`src/rtl/p2pt_pkg.sv`:
```
// Package: types, codes, microcode table and pixel functions of the tile converter.
`default_nettype none

package p2pt_pkg;

  localparam int ROW_W     = 64;
  localparam int TILE_ROWS = 8;

  // Source depth codes
  localparam logic [1:0] DEPTH_1 = 2'd0;
  localparam logic [1:0] DEPTH_2 = 2'd1;
  localparam logic [1:0] DEPTH_4 = 2'd2;
  localparam logic [1:0] DEPTH_8 = 2'd3;

  // Target mode codes
  localparam logic [1:0] MODE_2P     = 2'd0;
  localparam logic [1:0] MODE_4P     = 2'd1;
  localparam logic [1:0] MODE_8P     = 2'd2;
  localparam logic [1:0] MODE_LINEAR = 2'd3;

  // Register indexes
  localparam logic REG_SOURCE_DEPTH = 1'b0;
  localparam logic REG_TARGET_MODE  = 1'b1;

  localparam logic [1:0] SOURCE_DEPTH_RESET = DEPTH_8;
  localparam logic [1:0] TARGET_MODE_RESET  = MODE_4P;

  // Pixel masks per depth
  localparam logic [7:0] MASK_1 = 8'b00000001;
  localparam logic [7:0] MASK_2 = 8'b00000011;
  localparam logic [7:0] MASK_4 = 8'b00001111;
  localparam logic [7:0] MASK_8 = 8'b11111111;

  typedef enum logic [1:0] {
    STEP_FETCH,
    STEP_LIN,
    STEP_PLO,
    STEP_PHI
  } step_t;

  typedef enum logic [1:0] {
    EMIT_NONE,
    EMIT_PIXEL,
    EMIT_PLANE
  } emit_t;

  typedef enum logic [1:0] {
    COND_ALWAYS,
    COND_LINEAR,
    COND_IDX_END,
    COND_TILE_END
  } cond_t;

  // One microcode word
  typedef struct packed {
    logic  take_in;
    emit_t emit;
    logic  plane_hi;
    logic  idx_inc;
    logic  pair_inc;
    logic  clr;
    logic  mark_last;
    cond_t cond;
    logic  alt_if_full;
    step_t jmp;
    step_t alt;
  } ucode_t;

  // Datapath status seen by the sequencer
  typedef struct packed {
    logic in_valid;
    logic out_free;
    logic linear;
    logic tile_full;
    logic idx_end;
    logic pair_last;
  } stat_t;

  // Control handed to the datapath
  typedef struct packed {
    logic  fire;
    logic  take_in;
    emit_t emit;
    logic  plane_hi;
    logic  idx_inc;
    logic  pair_inc;
    logic  clr;
    logic  last;
  } ctl_t;

  // Microcode program
  function automatic ucode_t ucode_rom(step_t s);
    ucode_t w;
    w = '0;
    unique case (s)
      STEP_FETCH: begin
        w.take_in     = 1'b1;
        w.emit        = EMIT_NONE;
        w.clr         = 1'b1;
        w.cond        = COND_LINEAR;
        w.alt_if_full = 1'b1;
        w.jmp         = STEP_LIN;
        w.alt         = STEP_PLO;
      end
      STEP_LIN: begin
        w.emit      = EMIT_PIXEL;
        w.idx_inc   = 1'b1;
        w.mark_last = 1'b1;
        w.cond      = COND_IDX_END;
        w.jmp       = STEP_FETCH;
        w.alt       = STEP_LIN;
      end
      STEP_PLO: begin
        w.emit = EMIT_PLANE;
        w.cond = COND_ALWAYS;
        w.jmp  = STEP_PHI;
        w.alt  = STEP_PHI;
      end
      STEP_PHI: begin
        w.emit      = EMIT_PLANE;
        w.plane_hi  = 1'b1;
        w.idx_inc   = 1'b1;
        w.pair_inc  = 1'b1;
        w.mark_last = 1'b1;
        w.cond      = COND_TILE_END;
        w.jmp       = STEP_FETCH;
        w.alt       = STEP_PLO;
      end
      default: w = '0;
    endcase
    return w;
  endfunction

  function automatic logic [7:0] depth_mask(logic [1:0] depth);
    logic [7:0] m;
    unique case (depth)
      DEPTH_1: m = MASK_1;
      DEPTH_2: m = MASK_2;
      DEPTH_4: m = MASK_4;
      default: m = MASK_8;
    endcase
    return m;
  endfunction

  // Pixel p (0 = leftmost) of a packed row, masked to the source depth
  function automatic logic [7:0] pixel_of(logic [ROW_W-1:0] row, logic [1:0] depth,
                                          logic [2:0] p);
    logic [7:0] b;
    logic [7:0] v;
    unique case (depth)
      DEPTH_1: begin
        b = row[7:0];
        v = b >> (3'd7 - p);
      end
      DEPTH_2: begin
        b = p[2] ? row[15:8] : row[7:0];
        v = b >> {~p[1:0], 1'b0};
      end
      DEPTH_4: begin
        b = row[{p[2:1], 3'b000} +: 8];
        v = b >> {~p[0], 2'b00};
      end
      default: begin
        b = row[{p, 3'b000} +: 8];
        v = b;
      end
    endcase
    return v & depth_mask(depth);
  endfunction

  // Bit-plane byte of one row, leftmost pixel in bit 7
  function automatic logic [7:0] plane_byte(logic [ROW_W-1:0] row, logic [1:0] depth,
                                            logic [2:0] plane);
    logic [7:0] acc;
    logic [7:0] pix;
    acc = '0;
    for (int p = 0; p < 8; p++) begin
      pix = pixel_of(row, depth, 3'(p));
      acc[3'(7 - p)] = pix[plane];
    end
    return acc;
  endfunction

endpackage

`default_nettype wire

```
`src/rtl/packed_to_planar_tile_converter_core.sv`:
```
// Top level: packed-to-planar tile converter with stream ports and APB registers.
`default_nettype none

// Converts 8x8 tiles of packed pixels (1, 2, 4 or 8 bits) to bit-plane bytes
// or to one byte per pixel. Each s_tdata transaction carries one tile row.
// In linear mode a row yields eight bytes: the row is accepted, then one
// output byte follows per cycle unless the output stalls. In planar modes
// rows one to seven are written to the row store; the eighth row starts a
// readout of 16, 32 or 64 bytes as the tile is read out in plane pairs, row
// by row, the lower plane first. The output rate of one byte per cycle, when
// the output does not stall, is set by the microcode sequencer, which steps
// once per byte into a single output register; the next row is accepted
// while the final byte still waits there. m_tlast marks the final byte
// caused by a row. Registers (APB, 32-bit): 0x0 source_depth (0=1,1=2,2=4,
// 3=8 bpp, reset 3), 0x4 target_mode (0=2,1=4,2=8 planes,3=linear, reset 1).
// Write registers only while idle. No clearing pass follows reset.
module packed_to_planar_tile_converter_core (
  input  logic        clk,
  input  logic        rst,
  // Input rows
  input  logic        s_tvalid,
  output logic        s_tready,
  input  logic [63:0] s_tdata,   // [63:0] row_data
  // Output bytes
  output logic        m_tvalid,
  input  logic        m_tready,
  output logic [7:0]  m_tdata,   // [7:0] out_byte
  output logic        m_tlast,   // last
  // Configuration
  input  logic        psel,
  input  logic        penable,
  input  logic        pwrite,
  input  logic [2:0]  paddr,
  input  logic [31:0] pwdata,
  output logic [31:0] prdata,
  output logic        pready
);
  import p2pt_pkg::*;

  logic [1:0]       source_depth;
  logic [1:0]       target_mode;
  logic [ROW_W-1:0] row_store [TILE_ROWS];
  logic [2:0]       row_count;
  logic [ROW_W-1:0] held_row;
  logic [2:0]       idx;
  logic [1:0]       pair;
  logic             out_valid;
  logic [7:0]       out_data;
  logic             out_last;

  stat_t      stat;
  ctl_t       ctl;
  logic       in_fire;
  logic       emit_fire;
  logic       linear;
  logic       pair_last;
  logic [7:0] byte_next;

  assign pready = 1'b1;
  assign linear = (target_mode == MODE_LINEAR);

  // Register writes
  always_ff @(posedge clk) begin
    if (rst) begin
      source_depth <= SOURCE_DEPTH_RESET;
      target_mode  <= TARGET_MODE_RESET;
    end else if (psel && penable && pwrite && pready) begin
      unique case (paddr[2])
        REG_SOURCE_DEPTH: source_depth <= pwdata[1:0];
        REG_TARGET_MODE:  target_mode  <= pwdata[1:0];
        default:          ;
      endcase
    end
  end

  // Register readback
  always_comb begin
    unique case (paddr[2])
      REG_SOURCE_DEPTH: prdata = {30'd0, source_depth};
      REG_TARGET_MODE:  prdata = {30'd0, target_mode};
      default:          prdata = '0;
    endcase
  end

  // Last plane pair of the tile for the current mode
  always_comb begin
    unique case (target_mode)
      MODE_2P: pair_last = 1'b1;
      MODE_4P: pair_last = (pair == 2'd1);
      MODE_8P: pair_last = (pair == 2'd3);
      default: pair_last = 1'b1;
    endcase
  end

  // Sequencer status
  always_comb begin
    stat.in_valid  = s_tvalid;
    stat.out_free  = !out_valid || m_tready;
    stat.linear    = linear;
    stat.tile_full = (row_count == 3'd7);
    stat.idx_end   = (idx == 3'd7);
    stat.pair_last = pair_last;
  end

  p2pt_seq u_seq (
    .clk  (clk),
    .rst  (rst),
    .stat (stat),
    .ctl  (ctl)
  );

  assign s_tready  = ctl.take_in;
  assign in_fire   = ctl.fire && ctl.take_in;
  assign emit_fire = ctl.fire && (ctl.emit != EMIT_NONE);

  // Byte selection: linear pixel or plane byte of the indexed row
  always_comb begin
    if (ctl.emit == EMIT_PIXEL) begin
      byte_next = pixel_of(held_row, source_depth, idx);
    end else begin
      byte_next = plane_byte(row_store[idx], source_depth, {pair, ctl.plane_hi});
    end
  end

  // Row capture (payload, no reset)
  always_ff @(posedge clk) begin
    if (in_fire) begin
      if (linear) begin
        held_row <= s_tdata;
      end else begin
        row_store[row_count] <= s_tdata;
      end
    end
  end

  // Row counter and byte counters
  always_ff @(posedge clk) begin
    if (rst) begin
      row_count <= '0;
      idx       <= '0;
      pair      <= '0;
    end else begin
      if (in_fire && !linear) begin
        row_count <= row_count + 3'd1;
      end
      if (ctl.fire && ctl.clr) begin
        idx  <= '0;
        pair <= '0;
      end else if (emit_fire) begin
        if (ctl.idx_inc) begin
          idx <= idx + 3'd1;
        end
        if (ctl.pair_inc && (idx == 3'd7)) begin
          pair <= pair + 2'd1;
        end
      end
    end
  end

  // Output register
  always_ff @(posedge clk) begin
    if (rst) begin
      out_valid <= 1'b0;
    end else if (emit_fire) begin
      out_valid <= 1'b1;
    end else if (m_tready) begin
      out_valid <= 1'b0;
    end
  end

  always_ff @(posedge clk) begin
    if (emit_fire) begin
      out_data <= byte_next;
      out_last <= ctl.last;
    end
  end

  assign m_tvalid = out_valid;
  assign m_tdata  = out_data;
  assign m_tlast  = out_last;

endmodule

`default_nettype wire

```
`src/rtl/p2pt_seq.sv`:
```
// Microcode sequencer: step register, control ROM and conditional jumps.
`default_nettype none

module p2pt_seq (
  input  logic            clk,
  input  logic            rst,
  input  p2pt_pkg::stat_t stat,
  output p2pt_pkg::ctl_t  ctl
);
  import p2pt_pkg::*;

  step_t  step;
  step_t  step_next;
  ucode_t uw;
  logic   go;
  logic   cond_true;

  // Step register
  always_ff @(posedge clk) begin
    if (rst) begin
      step <= STEP_FETCH;
    end else begin
      step <= step_next;
    end
  end

  // Decode current word, evaluate condition, pick next step
  always_comb begin
    uw = ucode_rom(step);
    go = uw.take_in ? stat.in_valid : stat.out_free;

    unique case (uw.cond)
      COND_ALWAYS:   cond_true = 1'b1;
      COND_LINEAR:   cond_true = stat.linear;
      COND_IDX_END:  cond_true = stat.idx_end;
      COND_TILE_END: cond_true = stat.idx_end & stat.pair_last;
      default:       cond_true = 1'b0;
    endcase

    step_next = step;
    if (go) begin
      if (cond_true) begin
        step_next = uw.jmp;
      end else if (!uw.alt_if_full || stat.tile_full) begin
        step_next = uw.alt;
      end
    end

    ctl.fire     = go;
    ctl.take_in  = uw.take_in;
    ctl.emit     = uw.emit;
    ctl.plane_hi = uw.plane_hi;
    ctl.idx_inc  = uw.idx_inc;
    ctl.pair_inc = uw.pair_inc;
    ctl.clr      = uw.clr;
    ctl.last     = uw.mark_last & cond_true;
  end

endmodule

`default_nettype wire

```
`config.mk`:
```
export PLATFORM = sky130hd
export DESIGN_NAME = packed_to_planar_tile_converter_core
export DESIGN_NICKNAME = d
export VERILOG_FILES = /design/src/rtl/p2pt_pkg.sv /design/src/rtl/packed_to_planar_tile_converter_core.sv /design/src/rtl/p2pt_seq.sv
export SDC_FILE = /design/constraint.sdc
export NUM_CORES = 1
export LEC_CHECK = 0
export BUFFER_PORTS_ARGS = -buffer_cell sky130_fd_sc_hd__buf_4
export CORE_ASPECT_RATIO = 1.5
export CORE_MARGIN = 4
export CORE_UTILIZATION = 40
export CTS_CLUSTER_DIAMETER = 120
export DETAILED_ROUTE_END_ITERATION = 6
export PLACE_DENSITY = 0.54
export REMOVE_ABC_BUFFERS = 1
export SLEW_MARGIN = 5
export SYNTH_ARGS = -nofsm -noshare
export SYNTH_HDL_FRONTEND = slang
export SYNTH_SLANG_ARGS = --single-unit
```
`constraint.sdc`:
```
create_clock -name clk -period 6.9 [get_ports clk]
set_input_delay 0.345 -clock clk [delete_from_list [all_inputs] [get_ports clk]]
set_output_delay 0.345 -clock clk [all_outputs]
set_load 0.02 [all_outputs]
```
Yosys cells after proc, flatten, opt, wreduce, memory -nomap -nowiden:

Memories as Yosys holds them, arrays and structs flattened. A register that Yosys moved wholly into a read port is not among the register bits.
Index checks and enable logic that the tools add are counted.

* bits in registers: 88
* memory bits (writable): 512
* input bits: 106
* output and inout bits: 44
* logic and storage cells: 116
* memories kept: 1

* $add $sub $neg: 4
* magnitude comparators: 1
* equality and inequality tests: 16
* shift-type cells: 5
* multiplexer cells: 42
* bitwise operators: 10
* reductions and logical operators: 26

Memory list
* row_store: depth 8, bits a word 64, read ports 1, clocked after memory_dff 1, write ports 1, line packed_to_planar_tile_converter_core.sv:42 `logic [ROW_W-1:0] row_store [TILE_ROWS];`

Operators by type and width (number)
* 8-bit case mux with 3 select lines: 6
* 8-bit 2-to-1 mux: 8
* 32-bit case mux with 2 select lines: 1
* 64-bit by 6-bit indexed part select with 8-bit output: 1
* 64-bit by 7-bit indexed part select with 8-bit output: 1
* 8-bit bitwise AND: 5
* 8-bit by 3-bit right shift with 8-bit output: 3
* 2-bit equality test, second input constant: 8
* 4-bit case mux with 4 select lines: 1
* 1-bit 2-to-1 mux: 13
* 1-bit binary-select mux with 3-bit select: 4
* 2-bit by 1-bit equality test with 1-bit output, second input constant: 6
* 2-bit AND reduction: 6
* 2-bit case mux with 4 select lines: 1
* 3-bit by 1-bit adder with 3-bit output, second input constant: 2
* 3-bit equality test, second input constant: 2
* 1-bit logical AND: 6
* 2-bit logical NOT: 3
* 3-bit 2-to-1 mux: 2
* 2-bit case mux with 3 select lines: 1
* 2-bit nonzero test: 3
* 2-bit OR reduction: 3
* 3-bit by 4-bit < comparator with 1-bit output, second input constant: 1
* 2-bit 2-to-1 mux: 2
* 10 further kinds: 15

Logic depth before layout (Yosys ltp):

* depth after elaboration: 9
* depth in mapped cells: 10
* gate-level depth less buffers: 9

Cells and area by module:

A second synthesis with hierarchy kept.

* cell total of the unflattened synthesis: 1096
* area, all modules: 23042.1 um^2

By module, submodules not included
* packed_to_planar_tile_converter_core: instances 1, cells an instance 1056, area each 22704.3 um^2, seq. area each 16926.2 um^2
* p2pt_seq: instances 1, cells an instance 40, area each 337.8 um^2, seq. area each 40.0 um^2

Worst setup path before layout:

No wires, ideal clock.

* path kind: register to register
* start point: reg u_seq.step[0]
* end point: mem row_store[0][0] (enable)
* library setup time: 0.552 ns
* arrival time: 5.482 ns
* data required time: 6.348 ns
* setup slack: 0.866 ns
* stages on the path, launching flop included: 6
* buffers on the path: 0
* clock period less this slack: 6.034 ns
* path through: dfxtp_1 -> inv_1 -> ha_1 -> nand2_1 -> or3_1 -> nor3_1

* longest elaborated chain between the ends: 6

Ends and longest elaborated chain
* start: declaration: line p2pt_seq.sv:12 `step_t step;`
* start signal: assignment: line p2pt_seq.sv:23 `step <= step_next;`
* 2-bit logical NOT (*): line p2pt_pkg.sv:95 `unique case (s)`
* 1-bit 2-to-1 mux (*): line p2pt_pkg.sv:95
* via s_tready: line packed_to_planar_tile_converter_core.sv:22 `output logic s_tready,`
* 1-bit 2-to-1 mux: line p2pt_seq.sv:30 `go = uw.take_in ? stat.in_valid : stat.out_free;`
* 1-bit logical AND (*): line packed_to_planar_tile_converter_core.sv:113 `assign in_fire = ctl.fire && ctl.take_in;`
* 1-bit 2-to-1 mux (*): line packed_to_planar_tile_converter_core.sv:127 `if (in_fire) begin`
* 1-bit 2-to-1 mux (not written as such) (*): line packed_to_planar_tile_converter_core.sv:131 `row_store[row_count] <= s_tdata;`
* end: declaration: line packed_to_planar_tile_converter_core.sv:42

Mark *: on every way through the listed nets, which the timed path passes. The rest lies on a longest branch.

Worst setup path after layout:

* start point: reg u_seq.step[0]
* end point: mem row_store[6][11] (enable)

* longest elaborated chain between the ends: 6

Ends and longest elaborated chain (line)
* 2-bit logical NOT (*): p2pt_pkg.sv:95
* 1-bit 2-to-1 mux (*): p2pt_pkg.sv:95
* 1-bit 2-to-1 mux: p2pt_seq.sv:30
* 1-bit logical AND (*): packed_to_planar_tile_converter_core.sv:113
* 1-bit 2-to-1 mux (*): packed_to_planar_tile_converter_core.sv:127
* 1-bit 2-to-1 mux (not written as such) (*): packed_to_planar_tile_converter_core.sv:131

Mark *: on every way between the ends. The rest lies on a longest branch, timed or not.

==> run_results.csv <==
group,metric,value,unit
run_status,outcome,"complete, no violations",
worst_setup_path,rr_endpoint,"row_store[6][11]$_DFFE_PP_",
sta,fin_worst_skew,0.0137,ns
detailed_routing,route.vias.total,11400,
die,dieArea,0.0616,mm^2
clock_network,hold_buffers,55,
sta,setup_tns,0,ns
yosys,syn_area_per_cell,20.3,um^2
place,io_buffers,86,
final_layout,drive_above_1_share,24.6,%
detailed_routing,avgViaCountPerCell,5.42,
worst_setup_path,crit_required,7.11,ns
sta,worst_pin_slew,1.16,ns
worst_hold_path,hold_path_class,"in -> reg",
yosys,synth_area_leaders,"edfxtp_1 (72%), mux4_2 (11%), mux2i_1 (3.2%), mux4_1 (1.9%), dfxtp_1 (1.6%)",
grt,grt-ovfl-total,0,
power_and_ir_drop,p_seq_share,52.0,%
worst_setup_path,cp_max_fo,33,
detailed_routing,wl_met2,30100,um
yosys,synthFlopType,"edfxtp_1",
grt,antenna_found_initial,1,
yosys,yosysTopAreaCell,"edfxtp_1",
yosys,synth_top_cell_area_share,72.0,%
clock_network,htree_levels,2,
yosys,syn_inst,1137,
yosys,async_flop_share,0,%
clock_network,cts_tree,"yes",
worst_setup_path,path_cells,"inv_1, ha_1, nand2_1, or3_1, nor2_4, buf_4",
sta,maxSlewViolCount,0,
grt,grt_pass1_wl,82200,um
final_layout,fin_area,0.0266,mm^2
clock_network,cts-root-buf,"clkbuf_16",
final_layout,area_growth,15.4,%
power_and_ir_drop,p_total,7900,uW
place,gp_congestion,0.794,
worst_hold_path,hold_depth,1,
worst_setup_path,arrival,3.77,ns
worst_setup_path,endpoint,"row_store[6][11]$_DFFE_PP_",
yosys,ys_ff_latch,571,
die,core_area,0.0569,mm^2
place,dp_hpwl,34100,um
clock_network,post-cts-setup-buffer-count,0,
power_and_ir_drop,p_sw,1960,uW
power_and_ir_drop,pwr-share-comb,12.7,%
worst_setup_path,r2r_slack,3.34,ns
sta,fmax,281,MHz
grt,grt_usage,18.2,%
detailed_routing,wl_met1,22100,um
worst_setup_path,end_kind,"register",
run,maxCapViolCount,0,
die,io_pins,150,
die,die_w,204,um
detailed_routing,top_layer_used,"met4",
clock_network,insertion_delay,0.59,ns
sta,max_slew_margin,22.6,%
yosys,syn_area,0.0231,mm^2
sta,finalHoldViolCount,0,
die,fp.dieH,302,um
power_and_ir_drop,clockPowerShare,35.3,%
detailed_routing,firstDrtPassIters,5,
die,start_util,40.5,%
power_and_ir_drop,p_leak,0.00833,uW
power_and_ir_drop,internal-power,5940,uW
sta,rsz0062_at_grt,"no",
detailed_routing,drc,0,
worst_setup_path,crit_type,"reg -> reg",
grt,grt_pass1_vias,12300,
detailed_routing,wl_per_cell,26.7,um
detailed_routing,ant_nets,0,
grt,grt_max_degree,78,
sta,finalCriticalPeriod,3.56,ns
detailed_routing,totalWireLength,56100,um
worst_setup_path,r2r_start,"u_seq.step[0]$_SDFFE_PP0P_",
detailed_routing,route.met3.wl,2610,um
worst_setup_path,critical-path-max-stage-delay,0.91,ns
clock_network,cts_buffers,53,
power_and_ir_drop,p_sw_share,24.8,%
yosys,ys_seq_area_share,73.6,%
place,place_area,0.0244,mm^2
sta,finalSetupViolCount,0,
clock_network,cts_max_path_buffers,3,
sta,min_period_over_period,51.6,%
clock_network,cts.clk_slew.worst_paths,0.07,ns
yosys,yosysWarnings,0,
final_layout,final_nets,1415,
worst_setup_path,reg2reg_depth,6,
yosys,synth_most_common_cell,"edfxtp_1",
power_and_ir_drop,irDropWorstVdd,178,uV
die,rows,107,
yosys,synthDistinctLibCells,59,
worst_setup_path,crit_path_start,"u_seq.step[0]$_SDFFE_PP0P_",
clock_network,cts_sinks,571,
yosys,synth_edf_count,553,
worst_setup_path,critPathSlowestCell,"nor2_4",
clock_network,cts_resized,0,
worst_setup_path,worstSetupStartpointType,"register",
yosys,synth_commonest_cells,"edfxtp_1 (553), mux4_2 (116), mux2i_1 (74), buf_4 (36), nor2_1 (35)",
detailed_routing,drt_iter0_drc,784,
power_and_ir_drop,pwr_density_cell,297,mW/mm^2
cell type report:
class                   instances  area [um^2]
flip-flops and latches        571        17000
diodes                          1         2.50
well taps                     763          955
repair buffers                165         1390
multi-input cells             499         5630
clock inverters                40          279
clock buffers                  58         1350
fillers                      4830        30300
inverters                       7         26.3
worst min-delay path by stage:
| stage | end | from |
|---|---|---|
| after floorplan | m_tvalid$_SDFFE_PP0P_ | rst |
| after global placement | m_tvalid$_SDFFE_PP0P_ | m_tvalid$_SDFFE_PP0P_ |
| after detailed placement | m_tvalid$_SDFFE_PP0P_ | m_tvalid$_SDFFE_PP0P_ |
| after CTS | held_row[49]$_DFFE_PP_ | s_tdata[49] |
| after global routing | row_store[7][21]$_DFFE_PP_ | s_tdata[21] |
| final | held_row[58]$_DFFE_PP_ | s_tdata[58] |
sequential cells by signal (all words and copies together) (netlist names), 2 cells and up, named ones only:
| name | count |
|---|---|
| source_depth | 2 |
| target_mode | 2 |
| row_count | 3 |
| u_seq.step | 2 |
| held_row | 64 |
| idx | 3 |
| m_tdata | 8 |
| row_store | 480 |
| pair | 2 |
cell families after synthesis:
| group | after synthesis | synth area share (%) |
|---|---|---|
| AO/OA/AOI/OAI | 105 | 3.08 |
| XOR/XNOR | 4 | 0.152 |
| adder cells (fa/ha/maj) | 12 | 0.651 |
| buffers and inverters | 96 | 2.76 |
| flip-flops | 571 | 73.6 |
| multiplexers | 218 | 17.0 |
| other | 2 | 0.0326 |
| AND/OR/NAND/NOR | 129 | 2.74 |
cells in the final DEF, fill, tap and decap left out, types with 3 or more instances in the layout:
cell           instances
nor2b_1               13
o221ai_1               3
a22oi_1               24
and2_1                 3
mux2_2                11
mux2i_1               74
nor2_4                 6
mux4_2               116
a31oi_1                7
clkbuf_16             53
clkinv_2              13
nand2b_1               5
xnor2_1                3
mux4_1                17
clkinv_1              20
dlygate4sd3_1         56
nor3_1                 7
nand3_1               16
a221oi_1               4
conb_1                31
a21oi_1               25
buf_4                108
clkbuf_1               5
a211oi_1               7
nand2_1               28
inv_1                  7
nand4_1                3
dfxtp_1               14
nor2_1                29
o21ai_0               14
edfxtp_1             553
bufinv_16              3
a211o_1                3
ha_1                  12
metrics by stage:
step | setup WS [ns] | utilization [%] | hold slack (ns) | instances
3_5_place_dp | 3.21 | 42.9 | 0.487 | 1949
6_report | 3.34 | 46.8 | 0.0214 | 2104
4_1_cts | 3.20 | 46.7 | 0.000269 | 2102
2_1_floorplan | 0.866 | - | 0.414 | 1077
3_3_place_gp | 3.29 | 42.9 | 0.484 | 1949
5_1_grt | 3.15 | 46.8 | 0.00600 | 2104
layer usage:
layer / track usage (%) / vias up
li1: - / 4972
met1: 22.5 / 6031
met4: 4.74 / 0
met5: 0 / -
met2: 33.5 / 329
met3: 2.61 / 74
power by group through the flow:
stage	Sequential (uW)	Combinational, uW	Clock, uW
floorplan	4230	538	0
global placement	4170	985	0
detailed placement	4180	996	0
CTS	4110	1030	2850
global route	4120	1080	3000
finish	4100	1000	2790
worst max-delay path, delay by kind of cell (launching register included):
| family | cells | cell delay (ns) |
|---|---|---|
| buffers and inverters | 2 | 0.77 |
| adders and majority gates | 1 | 0.35 |
| DFF | 1 | 0.35 |
| and+or+nand+nor | 3 | 1.66 |
(Power assumes the default switching activity.)
